--- src/rtl/met_pkg.sv ---
// Shared types, constants and helpers for the escape-time pixel evaluator.
package met_pkg;

    // Fixed-point format: signed Q4.28
    localparam int unsigned FRAC_BITS = 28;

    // |z|^2 escape bound, 4.0 in Q8.56
    localparam logic [63:0] ESCAPE_LIMIT = 64'h0400_0000_0000_0000;

    // Point queue between front and back
    localparam int unsigned QUEUE_DEPTH = 4;
    localparam int unsigned QUEUE_PTR_W = $clog2(QUEUE_DEPTH);
    localparam int unsigned QUEUE_CNT_W = $clog2(QUEUE_DEPTH + 1);

    // Register reset values
    localparam logic signed [31:0] ORIGIN_REAL_RST = 32'shE000_0000;
    localparam logic signed [31:0] ORIGIN_IMAG_RST = 32'shE800_0000;
    localparam logic [28:0]        STEP_REAL_RST   = 29'd786432;
    localparam logic [28:0]        STEP_IMAG_RST   = 29'd786432;
    localparam logic [11:0]        MAX_ITER_RST    = 12'd250;

    // Configuration register indexes
    typedef enum logic [2:0] {
        CFG_ORIGIN_REAL = 3'd0,
        CFG_ORIGIN_IMAG = 3'd1,
        CFG_STEP_REAL   = 3'd2,
        CFG_STEP_IMAG   = 3'd3,
        CFG_MAX_ITER    = 3'd4
    } cfg_index_t;

    // Input beat
    typedef struct packed {
        logic [9:0] pixel_x;
        logic [9:0] pixel_y;
    } pixel_t;

    // Result beat
    typedef struct packed {
        logic [11:0] iteration_count;
        logic        inside_set;
        logic [7:0]  gray_level;
    } result_t;

    // Point c handed from front to back
    typedef struct packed {
        logic signed [31:0] c_real;
        logic signed [31:0] c_imag;
    } point_t;

    // Queue status seen by both sides
    typedef struct packed {
        logic full;
        logic empty;
    } queue_status_t;

    // Saturate a signed 64-bit value to the signed 32-bit range
    function automatic logic signed [31:0] sat32(input logic signed [63:0] v);
        logic signed [31:0] r;
        if (v[63:31] != {33{v[63]}})
        begin
            r = v[63] ? 32'sh8000_0000 : 32'sh7FFF_FFFF;
        end
        else
        begin
            r = v[31:0];
        end
        return r;
    endfunction

endpackage

--- src/rtl/met_front.sv ---
// Front end: accepts a pixel, clamps it and forms the point c.
module met_front #(
    parameter int IMAGE_WIDTH  = 1024,
    parameter int IMAGE_HEIGHT = 1024
) (
    input  logic                  clk,
    input  logic                  rst_n,
    input  logic                  start,
    input  met_pkg::pixel_t       pixel,
    input  logic signed [31:0]    origin_real,
    input  logic signed [31:0]    origin_imag,
    input  logic [28:0]           step_real,
    input  logic [28:0]           step_imag,
    input  met_pkg::queue_status_t q_status,
    output logic                  busy,
    output logic                  push,
    output met_pkg::point_t       point
);

    localparam logic [12:0] X_LAST = 13'(IMAGE_WIDTH - 1);
    localparam logic [12:0] Y_LAST = 13'(IMAGE_HEIGHT - 1);

    logic              prod_valid_reg;
    logic              prod_valid_next;
    logic [38:0]       prod_re_reg;
    logic [38:0]       prod_im_reg;
    logic [9:0]        px_clamped;
    logic [9:0]        py_clamped;
    logic              accept;
    logic signed [40:0] sum_re;
    logic signed [40:0] sum_im;

    // One item in flight; the queue always has room when it lands
    assign busy   = prod_valid_reg | q_status.full;
    assign accept = start & ~busy;

    // Clamp coordinates to the image
    assign px_clamped = ({3'b000, pixel.pixel_x} > X_LAST) ? X_LAST[9:0] : pixel.pixel_x;
    assign py_clamped = ({3'b000, pixel.pixel_y} > Y_LAST) ? Y_LAST[9:0] : pixel.pixel_y;

    assign prod_valid_next = accept;

    always_ff @(posedge clk or negedge rst_n)
    begin
        if (!rst_n)
        begin
            prod_valid_reg <= 1'b0;
        end
        else
        begin
            prod_valid_reg <= prod_valid_next;
        end
    end

    // Coordinate times step
    always_ff @(posedge clk)
    begin
        if (accept)
        begin
            prod_re_reg <= 39'(px_clamped) * 39'(step_real);
            prod_im_reg <= 39'(py_clamped) * 39'(step_imag);
        end
    end

    // Add origin and saturate, pushed the cycle after accept
    assign sum_re = 41'(origin_real) + $signed({2'b00, prod_re_reg});
    assign sum_im = 41'(origin_imag) + $signed({2'b00, prod_im_reg});

    assign push         = prod_valid_reg;
    assign point.c_real = met_pkg::sat32(64'(sum_re));
    assign point.c_imag = met_pkg::sat32(64'(sum_im));

endmodule

--- config.mk ---
export PLATFORM = sky130hd
export DESIGN_NAME = met_front
export DESIGN_NICKNAME = d
export VERILOG_FILES = /design/src/rtl/met_pkg.sv /design/src/rtl/met_front.sv
export SDC_FILE = /design/constraint.sdc
export NUM_CORES = 1
export LEC_CHECK = 0
export ABC_CLOCK_PERIOD_IN_PS = 13600
export BUFFER_PORTS_ARGS = -buffer_cell sky130_fd_sc_hd__buf_2
export CAP_MARGIN = 20
export CORE_UTILIZATION = 45
export DETAILED_ROUTE_END_ITERATION = 6
export MAX_ROUTING_LAYER = met4
export RECOVER_POWER = 100
export SLEW_MARGIN = 30
export SYNTH_ARGS = -nofsm -noshare
export SYNTH_HDL_FRONTEND = slang
export SYNTH_SLANG_ARGS = --single-unit
export TNS_END_PERCENT = 5
--- constraint.sdc ---
create_clock -name clk -period 13.6 [get_ports clk]
set_input_delay 3.4 -clock clk [delete_from_list [all_inputs] [get_ports clk]]
set_output_delay 3.4 -clock clk [all_outputs]
set_load 0.03 [all_outputs]
# [Word level (Yosys, flattened, before mapping)]
# Index checks and enable logic that the tools add are counted.
[word_totals] out_inout_bits=66 regBits=79 word_cells=16 input_bits=147
[classes] mux=4 n_mul=2 n_eq_ne=2 n_addsub=2 bitwise=3
[ops] operator="32-bit two-way mux" count=4
[ops] operator="32-bit by 40-bit adder with 41-bit output" count=2
[ops] operator="10-bit by 29-bit multiplier with 39-bit output" count=2
[ops] operator="9-bit inequality test" count=2
[ops] operator="1-bit AND" count=1
[ops] operator="1-bit inverter" count=1
[ops] operator="1-bit OR" count=1

# [Depth between registers and ports, before layout]
[logic_depth] depth_word=3 mapped_depth=26

# [Least setup slack after synthesis]
# No wires, ideal clock.
[synth_timing] path_type="input -> output" from="input port origin_real[0]" to="output port point[53] (netlist name)" arrival_time_ns=7.096 path_stages=17 slack_ns=3.104 n_path_buf=2 cell_sequence="ha_1 inv_1 fa_1 nor2b_1 o31ai_1 a211oi_1 nor2_1 o21ai_1 a41o_1 xor2_1 and4b_1 mux2i_1 nor3_1 a21oi_1 buf_2 buf_2 o21bai_1"
[synth_rtl] item="start, declared" line_no="met_front.sv:10" rtl="input logic signed [31:0] origin_real,"
[synth_rtl] item="end, declared" line_no="met_front.sv:17" rtl="output met_pkg::point_t point"

==> flow_metrics.tcl <==
set metrics [dict create \
    p_per_area_nw_per_um2 252 \
    cts-root-buf "clkbuf_16" \
    overflow 0 \
    die_w_um 239 \
    wirelength_mm 66.2 \
    core-area_um2 55300 \
    rsz0062_at_grt "false" \
    grt_use_met1_pct 35.8 \
    slowest_stage "or2_2" \
    path_class "primary input to output pin" \
    cpPeakStageDelay_ns 0.66 \
    ys_top_cells_by_count "430 x fa_1, 429 x inv_1, 353 x nand2_1" \
    synth.avg_cell_area_um2 8.74 \
    via_count 19900 \
    avgRoutedWirePerCell_um 17.8 \
    drive_gt1_share_pct 6.06 \
    dp_hpwl_mm 54.4 \
    io_buffers 211 \
    fin_skew_ns 0.00624 \
    clock_latency_ns 0.36 \
    worstMarginPinSlew_ns 4.21 \
    syn_inst 2893 \
    vias_per_cell 5.35 \
    synth.distinct_cells 72 \
    die_y_um 239 \
    cp.required_ns 10.20 \
    drt_pass1_iterations 5 \
    track_usage_pct 24.5 \
    netlist_top_cells_area "fa_1 34%, ha_1 11%, edfxtp_1 9.3%" \
    violations "capacitance limit, slew limit" \
    synthMostInstantiatedCell "fa_1" \
    met2_usage_pct 37.5 \
    ys_ff_latch 79 \
    ctsHoldBuffers 0 \
    maxSlewHeadroom_pct -181 \
    max_freq_mhz 84.3 \
    drv_slew 140 \
    place_congestion 0.942 \
    synth_edf_count 78 \
    vdd_drop_max_v 0.000167 \
    cp_top_family "compound AO/OA/AOI/OAI gates" \
    end_kind "output pin" \
    drtIter0Drc 1011 \
    cts_buffers 9 \
    cts_tree "done" \
    post-route-drc-count 0 \
    syn_to_final_growth_pct 6.37 \
    place_area_um2 26700 \
    die_area_um2 57100 \
    seq_area_frac_synth_pct 9.37 \
    crit_chain "buf_2 -> ha_1 -> a21o_1 -> a211o_1 -> o21ai_0 -> a31oi_1 -> o31a_1 -> o21ai_0 -> o21ai_0 -> or4_1 -> and4_1 -> nor4_1 -> or2_2 -> a31o_1 -> clkbuf_1" \
    fp-row-count 86 \
    ys.flop_type "edfxtp_1" \
    cp_max_fo 31 \
    total_power_mw 6.78 \
    yosys_warnings 0 \
    final_cell_area_um2 26900 \
    place_ws_ns 2.38 \
    yosys.area.top_type "fa_1" \
    p_leak_nw 13.3 \
    grt_pass1_wl_mm 108 \
    ctsResizeCount 0 \
    post-route-period-util_pct 87.2 \
    synth_fp_nets 3698 \
    hp-class "flop to flop" \
    grt-busiest-layer "met2" \
    clock_sinks 79 \
    fin_tns_setup_ns 0 \
    postCtsSetupRepairBufs 0 \
    fin_crit_ns 11.87 \
    hold_viol_final 0 \
    grt_antenna_before_repair 3 \
    worst_slack_ns 1.73 \
    ant_nets 0 \
    syn_area_um2 25300 \
    outcome "finished with violations" \
    finalSetupViolations 0 \
    ys_async_sr_fraction_pct 1.27 \
    max_cap_viol_count 3 \
    reg2reg_slack_ns 9.36 \
    yosysTopAreaCellShare_pct 34.1 \
    crit_top_cell "o21ai_0" \
    start_util_pct 45.7 \
    grt_max_degree 80 \
    grt_pass1_vias 20400 \
    clk_path_buf_depth 2 \
    htree_levels 3 \
    critPathArrivalTime_ns 8.47 \
    crit_buf_inv 2 \
    boundaryPins 213 \
    use_met3_pct 1.79 \
    final_nets 3770 \
    cp-start-kind "primary input" \
    cts.clk_slew.worst_paths_ns 0.07 \
]
-- cells in the final DEF, fill, tap and decap left out, drive strengths merged, types with 22 or more instances in the layout --
cell type	n
inv	432
fa	430
nand2	353
and2	318
ha	228
a21oi	168
buf	150
a21o	92
xnor2	90
nor2	88
o21ai	79
edfxtp	78
clkbuf	72
o21bai	60
xor2	47
nand3	25
nor3	25
nand4	22
-- cells by family after synthesis --
group           synth area share, %
flops                          9.37
compound gates                 13.7
buf+inv                        8.77
fa+ha+maj                      45.3
mux                           0.119
simple gates                   17.9
xor+xnor                       4.75
-- stage by stage --
stage / std cells / util [%] / hold slack (ns)
CTS: 3718 / 48.8 / 1.12
floorplan: 2893 / - / 2.01
finish: 3721 / 48.6 / 2.60
detailed placement: 3702 / 48.3 / 1.11
global placement: 3702 / 48.2 / 1.07
global route: 3721 / 48.6 / 2.79
-- per-layer routing --
layer,wire length (µm),up-vias
li1,-,9449
met1,32600,9931
met2,30100,497
met3,2790,45
met4,690,0
met5,0,-
-- tightest hold or removal path, delay by kind of cell, from the launching register on --
| kind | cells | cell delay, ns |
|---|---|---|
| buf+inv | 1 | 1.48 |
| flops | 1 | 0.34 |
| simple gates | 2 | 0.17 |
-- path summary, 6_finish.rpt --
kind / from / endpoint / cells after the start
min reg2reg: push / push / 3
max: origin_imag[5] / point[5] / 15
min: push / push / 3
min in group asynchronous: rst_n / push / 1
max in group asynchronous: rst_n / push / 1
max reg2reg: push / prod_re_reg[6] / 3
-- where the power goes --
group | internal (mW) | switching [mW] | leakage (nW) | total [mW]
clock network | 0.125 | 0.106 | 0.134 | 0.231
logic | 2.32 | 3.54 | 12.4 | 5.87
registers | 0.618 | 0.0580 | 0.741 | 0.676
-- final cells by class --
cell class | instances | area (µm²)
timing repair buffer | 213 | 987
sequential | 79 | 2370
fill | 5536 | 28400
multi-input combinational | 2233 | 20700
inverter | 429 | 1610
clock buffer | 9 | 225
antenna | 3 | 7.51
tap | 748 | 936
clock inverter | 7 | 55.1
Power figures use the tool's default switching activity.
