===== src/rtl/met_pkg.sv =====
// Shared types, constants and helpers for the escape-time pixel evaluator.
package met_pkg;

    // Fixed-point format: signed Q4.28
    localparam int unsigned FRAC_BITS = 28;

    // |z|^2 escape bound, 4.0 in Q8.56
    localparam logic [63:0] ESCAPE_LIMIT = 64'h0400_0000_0000_0000;

    // Point queue between front and back
    localparam int unsigned QUEUE_DEPTH = 4;
    localparam int unsigned QUEUE_PTR_W = $clog2(QUEUE_DEPTH);
    localparam int unsigned QUEUE_CNT_W = $clog2(QUEUE_DEPTH + 1);

    // Register reset values
    localparam logic signed [31:0] ORIGIN_REAL_RST = 32'shE000_0000;
    localparam logic signed [31:0] ORIGIN_IMAG_RST = 32'shE800_0000;
    localparam logic [28:0]        STEP_REAL_RST   = 29'd786432;
    localparam logic [28:0]        STEP_IMAG_RST   = 29'd786432;
    localparam logic [11:0]        MAX_ITER_RST    = 12'd250;

    // Configuration register indexes
    typedef enum logic [2:0] {
        CFG_ORIGIN_REAL = 3'd0,
        CFG_ORIGIN_IMAG = 3'd1,
        CFG_STEP_REAL   = 3'd2,
        CFG_STEP_IMAG   = 3'd3,
        CFG_MAX_ITER    = 3'd4
    } cfg_index_t;

    // Input beat
    typedef struct packed {
        logic [9:0] pixel_x;
        logic [9:0] pixel_y;
    } pixel_t;

    // Result beat
    typedef struct packed {
        logic [11:0] iteration_count;
        logic        inside_set;
        logic [7:0]  gray_level;
    } result_t;

    // Point c handed from front to back
    typedef struct packed {
        logic signed [31:0] c_real;
        logic signed [31:0] c_imag;
    } point_t;

    // Queue status seen by both sides
    typedef struct packed {
        logic full;
        logic empty;
    } queue_status_t;

    // Saturate a signed 64-bit value to the signed 32-bit range
    function automatic logic signed [31:0] sat32(input logic signed [63:0] v);
        logic signed [31:0] r;
        if (v[63:31] != {33{v[63]}})
        begin
            r = v[63] ? 32'sh8000_0000 : 32'sh7FFF_FFFF;
        end
        else
        begin
            r = v[31:0];
        end
        return r;
    endfunction

endpackage


===== src/rtl/met_queue.sv =====
// Short FIFO of points between the front end and the iteration engine.
module met_queue (
    input  logic                   clk,
    input  logic                   rst_n,
    input  logic                   push,
    input  met_pkg::point_t        push_point,
    input  logic                   pop,
    output met_pkg::point_t        head_point,
    output met_pkg::queue_status_t status
);

    localparam int unsigned DEPTH = met_pkg::QUEUE_DEPTH;
    localparam int unsigned PTR_W = met_pkg::QUEUE_PTR_W;
    localparam int unsigned CNT_W = met_pkg::QUEUE_CNT_W;

    met_pkg::point_t   entry_reg [DEPTH];
    logic [PTR_W-1:0]  wr_ptr_reg;
    logic [PTR_W-1:0]  wr_ptr_next;
    logic [PTR_W-1:0]  rd_ptr_reg;
    logic [PTR_W-1:0]  rd_ptr_next;
    logic [CNT_W-1:0]  count_reg;
    logic [CNT_W-1:0]  count_next;
    logic              do_push;
    logic              do_pop;

    assign status.full  = (count_reg == CNT_W'(DEPTH));
    assign status.empty = (count_reg == '0);
    assign do_push      = push & ~status.full;
    assign do_pop       = pop & ~status.empty;
    assign head_point   = entry_reg[rd_ptr_reg];

    // Pointer and fill bookkeeping
    always_comb
    begin
        wr_ptr_next = wr_ptr_reg;
        rd_ptr_next = rd_ptr_reg;
        count_next  = count_reg;
        if (do_push)
        begin
            wr_ptr_next = (wr_ptr_reg == PTR_W'(DEPTH - 1)) ? '0 : wr_ptr_reg + 1'b1;
        end
        if (do_pop)
        begin
            rd_ptr_next = (rd_ptr_reg == PTR_W'(DEPTH - 1)) ? '0 : rd_ptr_reg + 1'b1;
        end
        if (do_push && !do_pop)
        begin
            count_next = count_reg + 1'b1;
        end
        else if (do_pop && !do_push)
        begin
            count_next = count_reg - 1'b1;
        end
    end

    always_ff @(posedge clk or negedge rst_n)
    begin
        if (!rst_n)
        begin
            wr_ptr_reg <= '0;
            rd_ptr_reg <= '0;
            count_reg  <= '0;
        end
        else
        begin
            wr_ptr_reg <= wr_ptr_next;
            rd_ptr_reg <= rd_ptr_next;
            count_reg  <= count_next;
        end
    end

    // Storage
    always_ff @(posedge clk)
    begin
        if (do_push)
        begin
            entry_reg[wr_ptr_reg] <= push_point;
        end
    end

endmodule


===== config.mk =====
export PLATFORM = sky130hd
export DESIGN_NAME = met_queue
export DESIGN_NICKNAME = d
export VERILOG_FILES = /design/src/rtl/met_pkg.sv /design/src/rtl/met_queue.sv
export SDC_FILE = /design/constraint.sdc
export NUM_CORES = 1
export LEC_CHECK = 0
export BUFFER_PORTS_ARGS = -buffer_cell sky130_fd_sc_hd__buf_2
export CORE_MARGIN = 2
export CORE_UTILIZATION = 40
export CTS_BUF_LIST = sky130_fd_sc_hd__clkbuf_2 sky130_fd_sc_hd__clkbuf_4 sky130_fd_sc_hd__clkbuf_8
export CTS_CLUSTER_DIAMETER = 30
export DETAILED_ROUTE_END_ITERATION = 12
export PLACE_DENSITY_LB_ADDON = 0.12
export SYNTH_ARGS = -nofsm -noshare
export SYNTH_HDL_FRONTEND = slang
export SYNTH_SLANG_ARGS = --single-unit
export TNS_END_PERCENT = 50

===== constraint.sdc =====
create_clock -name clk -period 3.9 [get_ports clk]
set_input_delay 0.78 -clock clk [delete_from_list [all_inputs] [get_ports clk]]
set_output_delay 0.78 -clock clk [all_outputs]
set_load 0.02 [all_outputs]

==> After elaboration in Yosys (flattened, before gate mapping) <==
Memories as Yosys holds them, arrays and structs flattened.
Cells that the tools add are included.
{ "classes": {"mux": 6, "reduce_logical": 6, "add_sub_neg": 4, "magnitude_cmp": 0, "shifts": 0, "n_mul": 0, "eq_ne": 3, "n_div": 0, "bitwise_logic": 4} }
{ "ops": {"columns": ["op", "count"], "rows": [
  ["$mux 3", 2],
  ["$add 2x1->2 const B", 2],
  ["$eq 2x2->1 const B", 2],
  ["$mux 2", 2],
  ["$add 3x1->3 const B", 1],
  ["$eq 3x3->1 const B", 1],
  ["$logic_not 3->1", 1],
  ["$sub 3x1->3 const B", 1],
  ["$and 1x1->1", 2],
  ["$logic_and 1x1->1", 2],
  ["$logic_not 1->1", 2],
  ["$mux 1", 2],
  ["$not 1->1", 2],
  ["$reduce_bool 2->1", 1]
]} }
{ "totals": {"elab_cells": 27, "regBits": 7, "romBits": 0, "mem_count": 1, "ram_bits": 256, "latchBits": 0} }
{ "memory_table": {"columns": ["memory", "depth", "width", "read_ports", "rd_clocked_by_memory_dff", "wr", "line", "text"], "rows": [
  ["entry_reg", 4, 64, 1, 0, 1, "met_queue.sv:16", "met_pkg::point_t entry_reg [DEPTH];"]
]} }

==> Longest topological paths before layout <==
{ "depth": {"depth_word": 7, "mapped_depth": 9, "ltp_nobuf": 8} }

==> Least setup slack after synthesis <==
Ideal clock, no wire load.
{ "synth_path": {"path_type": "input-to-reg", "from": "input port push", "to": "memory entry_reg[0][0] in the netlist's numbering, enable pin", "arrival_ps": 2581, "setup_slack_ps": 890, "path_stages": 3, "cell_sequence": "nor2b_1 buf_2 and2_1"} }
{ "synth_between": {"elab_chain_len": 3} }
{ "synth_rtl": {"columns": ["element", "line", "text"], "rows": [
  ["from (decl)", "met_queue.sv:5", "input logic push,"],
  ["$and 1x1->1", "met_queue.sv:28", "assign do_push = push & ~status.full;"],
  ["net do_push", "met_queue.sv:23", "logic do_push;"],
  ["$mux 1", "met_queue.sv:75", "if (do_push)"],
  ["$mux 1 (not written as such)", "met_queue.sv:77", "entry_reg[wr_ptr_reg] <= push_point;"],
  ["to (decl)", "met_queue.sv:16", null]
]} }
The timed path passes the listed nets, and every way through them passes these cells.

==> summary.md <==
| Metric | Value |
|---|---|
| Result of the run | finished clean |
| CP cell instances | buf_4 > mux4_2 > buf_2 |
| Proportion of layout cells with a drive suffix above 1 | 0.514 |
| Syn_nets | between 400 and 500 |
| Final Wtd Congestion | 0.691 |
| Worst setup SP type | flip-flop |
| Sink count of the clock tree | 263 |
| Max transition margin | 0.327 |
| Clock tree from TritonCTS | yes |
| Combined area of all synthesized cells | 0.00968 mm² |
| Max-slew violation total from the final report | 0 |
| Required time of the critical path | about 3.1 ns |
| WL/cell | 20.0 µm |
| EDFF count, synth | 256 |
| Post-synthesis sequential area ratio | 0.812 |
| Final worst path period share | 0.809 |
| IO Port Bufs | 133 |
| Clock tree buffer depth | 3 |
| Post-layout min period | 3.15 ns |
| DRC errors left | 0 |
| Post-synthesis sequential element count | 263 |
| Overall die height | 160 µm |
| Slowest Stage Delay on Critical Path | 0.68 ns |
| TritonCTS Buffers | 52 |
| Reported leakage power | 4.13 nW |
| Num ports | 134 |
| Wire length after detailed routing | 18,200 µm |
| Setup repair after global routing missed its margin | false |
| Post-detailed-route via-to-cell ratio | 4.91 |
| Share of flip-flops with an asynchronous set or reset | 0.0266 |
| Type of element capturing the critical path | output port |
| Count of H-tree levels built during CTS | 2 |
| Setup Skew | 0.0213 ns |
| Wire length of the first global-routing pass | 28,000 µm |
| Via count | 4,474 |
| Source-to-sink clock delay at the later pin of the worst-skew pair | 0.55 ns |
| Width of the chip | roughly 160 µm |
| Number of global-route vias before repair | 5,045 |
| Die area | 0.0255 mm² |
| Number of setup violations in the final report | 0 |
| First drt pass iteration count | 6 |
| Number of buffers inserted by hold repair at cts | 0 |
| Cell type of the slowest stage on the worst timing path | sky130_fd_sc_hd__dfrtp_4 |
| Critical path's top delay family | flip-flops |
| Fin Setup TNS | 0 ns |
| Worst-path maximum fanout | 21 |
| Placed wire-length estimate | 10,700 µm |
| Netlist cell types | 21 |
| Top-area cell type share of the netlist area | 0.794 |
| Initial Utilization | 0.410 |
| Standard cell core area | roughly 0.024 mm² |
| Total power divided by cell area | slightly above 800 mW/mm² |
| Top cells by area in the synthesized netlist | sky130_fd_sc_hd__edfxtp_1, sky130_fd_sc_hd__mux4_2, sky130_fd_sc_hd__dfrtp_1 |
| Gate Count Post-Synth | 371 |
| FP Rows | 56 |
| Type of the worst setup path | reg2out |
| Kind of path behind the tightest hold check | in2async |
| Pin count of the biggest net entering global routing | 66 |
| Number of nets in the layout | ~630 |
| Starting DRC count in detailed routing | 228 |
| Residual overflow from global routing | 0 |
| Max reg flops | 256 |
| Primary flip-flop cell chosen by synthesis mapping | sky130_fd_sc_hd__edfxtp_1 |
| Area delta synth->final | 23.0% |
| Fin. Hold Viols | 0 |
| Count of nets left with antenna violations after detail routing | 0 |
| Worst path arrival time | approximately 2.4 ns |
| Peak Freq | 317 MHz |
| Count of max-cap constraint violations | 0 |
| Buffers and inverters on the worst path | 2 |
| Cell with the most instances after synthesis | sky130_fd_sc_hd__edfxtp_1 |
| Most common library cells after synthesis | sky130_fd_sc_hd__edfxtp_1, sky130_fd_sc_hd__mux4_2, sky130_fd_sc_hd__buf_2, sky130_fd_sc_hd__dfrtp_1, sky130_fd_sc_hd__ha_1 |
| Clock input transition at the sequential cells of the worst setup and hold paths | about 0.060 ns |
| Final Core Density | 0.504 |
| Initial antenna violation count | 4 |
| VDD IR max | 0.419 mV |
| Total global-route track usage | 0.145 |
| Finished Layout Cells | 912 |
| Cell accounting for the most synthesized area | sky130_fd_sc_hd__edfxtp_1 |
| Cell total after placement | 819 |
| Synthesized area per cell | 26.1 µm² |
| Setup repair bufs after CTS | 0 |
| Cell at the root of the clock tree | sky130_fd_sc_hd__clkbuf_8 |
| Post-cts gate resize count | 0 |
| Yosys warning total | 0 |
| Slew at the pin closest to its max-slew limit | between 1 and 1.5 ns |
-- path summary, 6_finish.rpt --
kind | slack (ns) | cells after the start | end | startpoint
worst max-delay path | 0.75 | 3 | head_point[43] | rd_ptr_reg[0]
worst min-delay path | 0.06 | 1 | rd_ptr_reg[1] | rst_n
worst max register to register | 1.45 | 4 | entry_reg[2][5] | count_reg[2]
worst min register to register | 0.54 | 1 | count_reg[2] | count_reg[2]
max in group asynchronous | 3.65 | 1 | rd_ptr_reg[0] | rst_n
min in group clk | 0.43 | 1 | entry_reg[3][30] | push_point[30]
-- stage by stage --
stage	setup slack [ns]	hold WS (ns)	instance area, µm²	total power, mW
final	0.745	0.0584	11900	9.77
after detailed placement	1.15	0.527	10800	6.93
after floorplan	0.890	0.484	9680	5.98
after CTS	0.653	0.0130	11900	9.94
after global placement	1.23	0.511	10800	6.87
after global routing	0.580	0.0198	11900	10.2
-- final cells by class --
cell class / instances / area [µm²]
Antenna cell: 2 / 5.00
Clock buffer: 61 / 796
Clock inverter: 30 / 344
Fill cell: 1902 / 11700
Inverter: 3 / 11.3
Multi-Input combinational cell: 90 / 1710
Sequential cell: 263 / 7870
Tap cell: 319 / 399
Timing Repair Buffer: 144 / 773
-- kinds of logic after synthesis --
logic type / share of synthesized area
AO/OA/AOI/OAI: 0.00207
XOR/XNOR: 0.00271
adder cells (fa/ha/maj): 0.00982
buffers and inverters: 0.0125
flip-flops: 0.812
multiplexers: 0.154
AND/OR/NAND/NOR: 0.00633
-- layer usage --
layer | track usage | up-vias | routed length, µm
li1 | - | 1971 | -
met1 | 0.179 | 2307 | 7510
met2 | 0.238 | 145 | 8880
met3 | 0.0490 | 47 | 1370
met4 | 0.0545 | 4 | 426
met5 | 0 | - | 27
-- cell usage in the layout, fill, tap and decap left out, drive strengths merged --
cell,netlist,layout
edfxtp,256,256
buf,14,144
mux4,64,64
clkbuf,1,61
clkinv,0,17
bufinv,0,7
dfrtp,7,7
ha,6,6
inv,3,5
and2,4,4
clkinvlp,0,4
mux2,4,4
diode,0,2
nor3,2,2
nor2,2,2
xor2,2,2
nor3b,1,1
nor2b,1,1
o31ai,1,1
xnor2,1,1
a21o,1,1
fa,1,1
-- power breakdown --
group          switching, mW  internal, mW  total (mW)
sequential             0.345          3.74        4.08
clock                   1.15          1.83        2.98
combinational           1.52          1.18        2.71
total                   3.02          6.75        9.77
(Power assumes the default switching activity.)
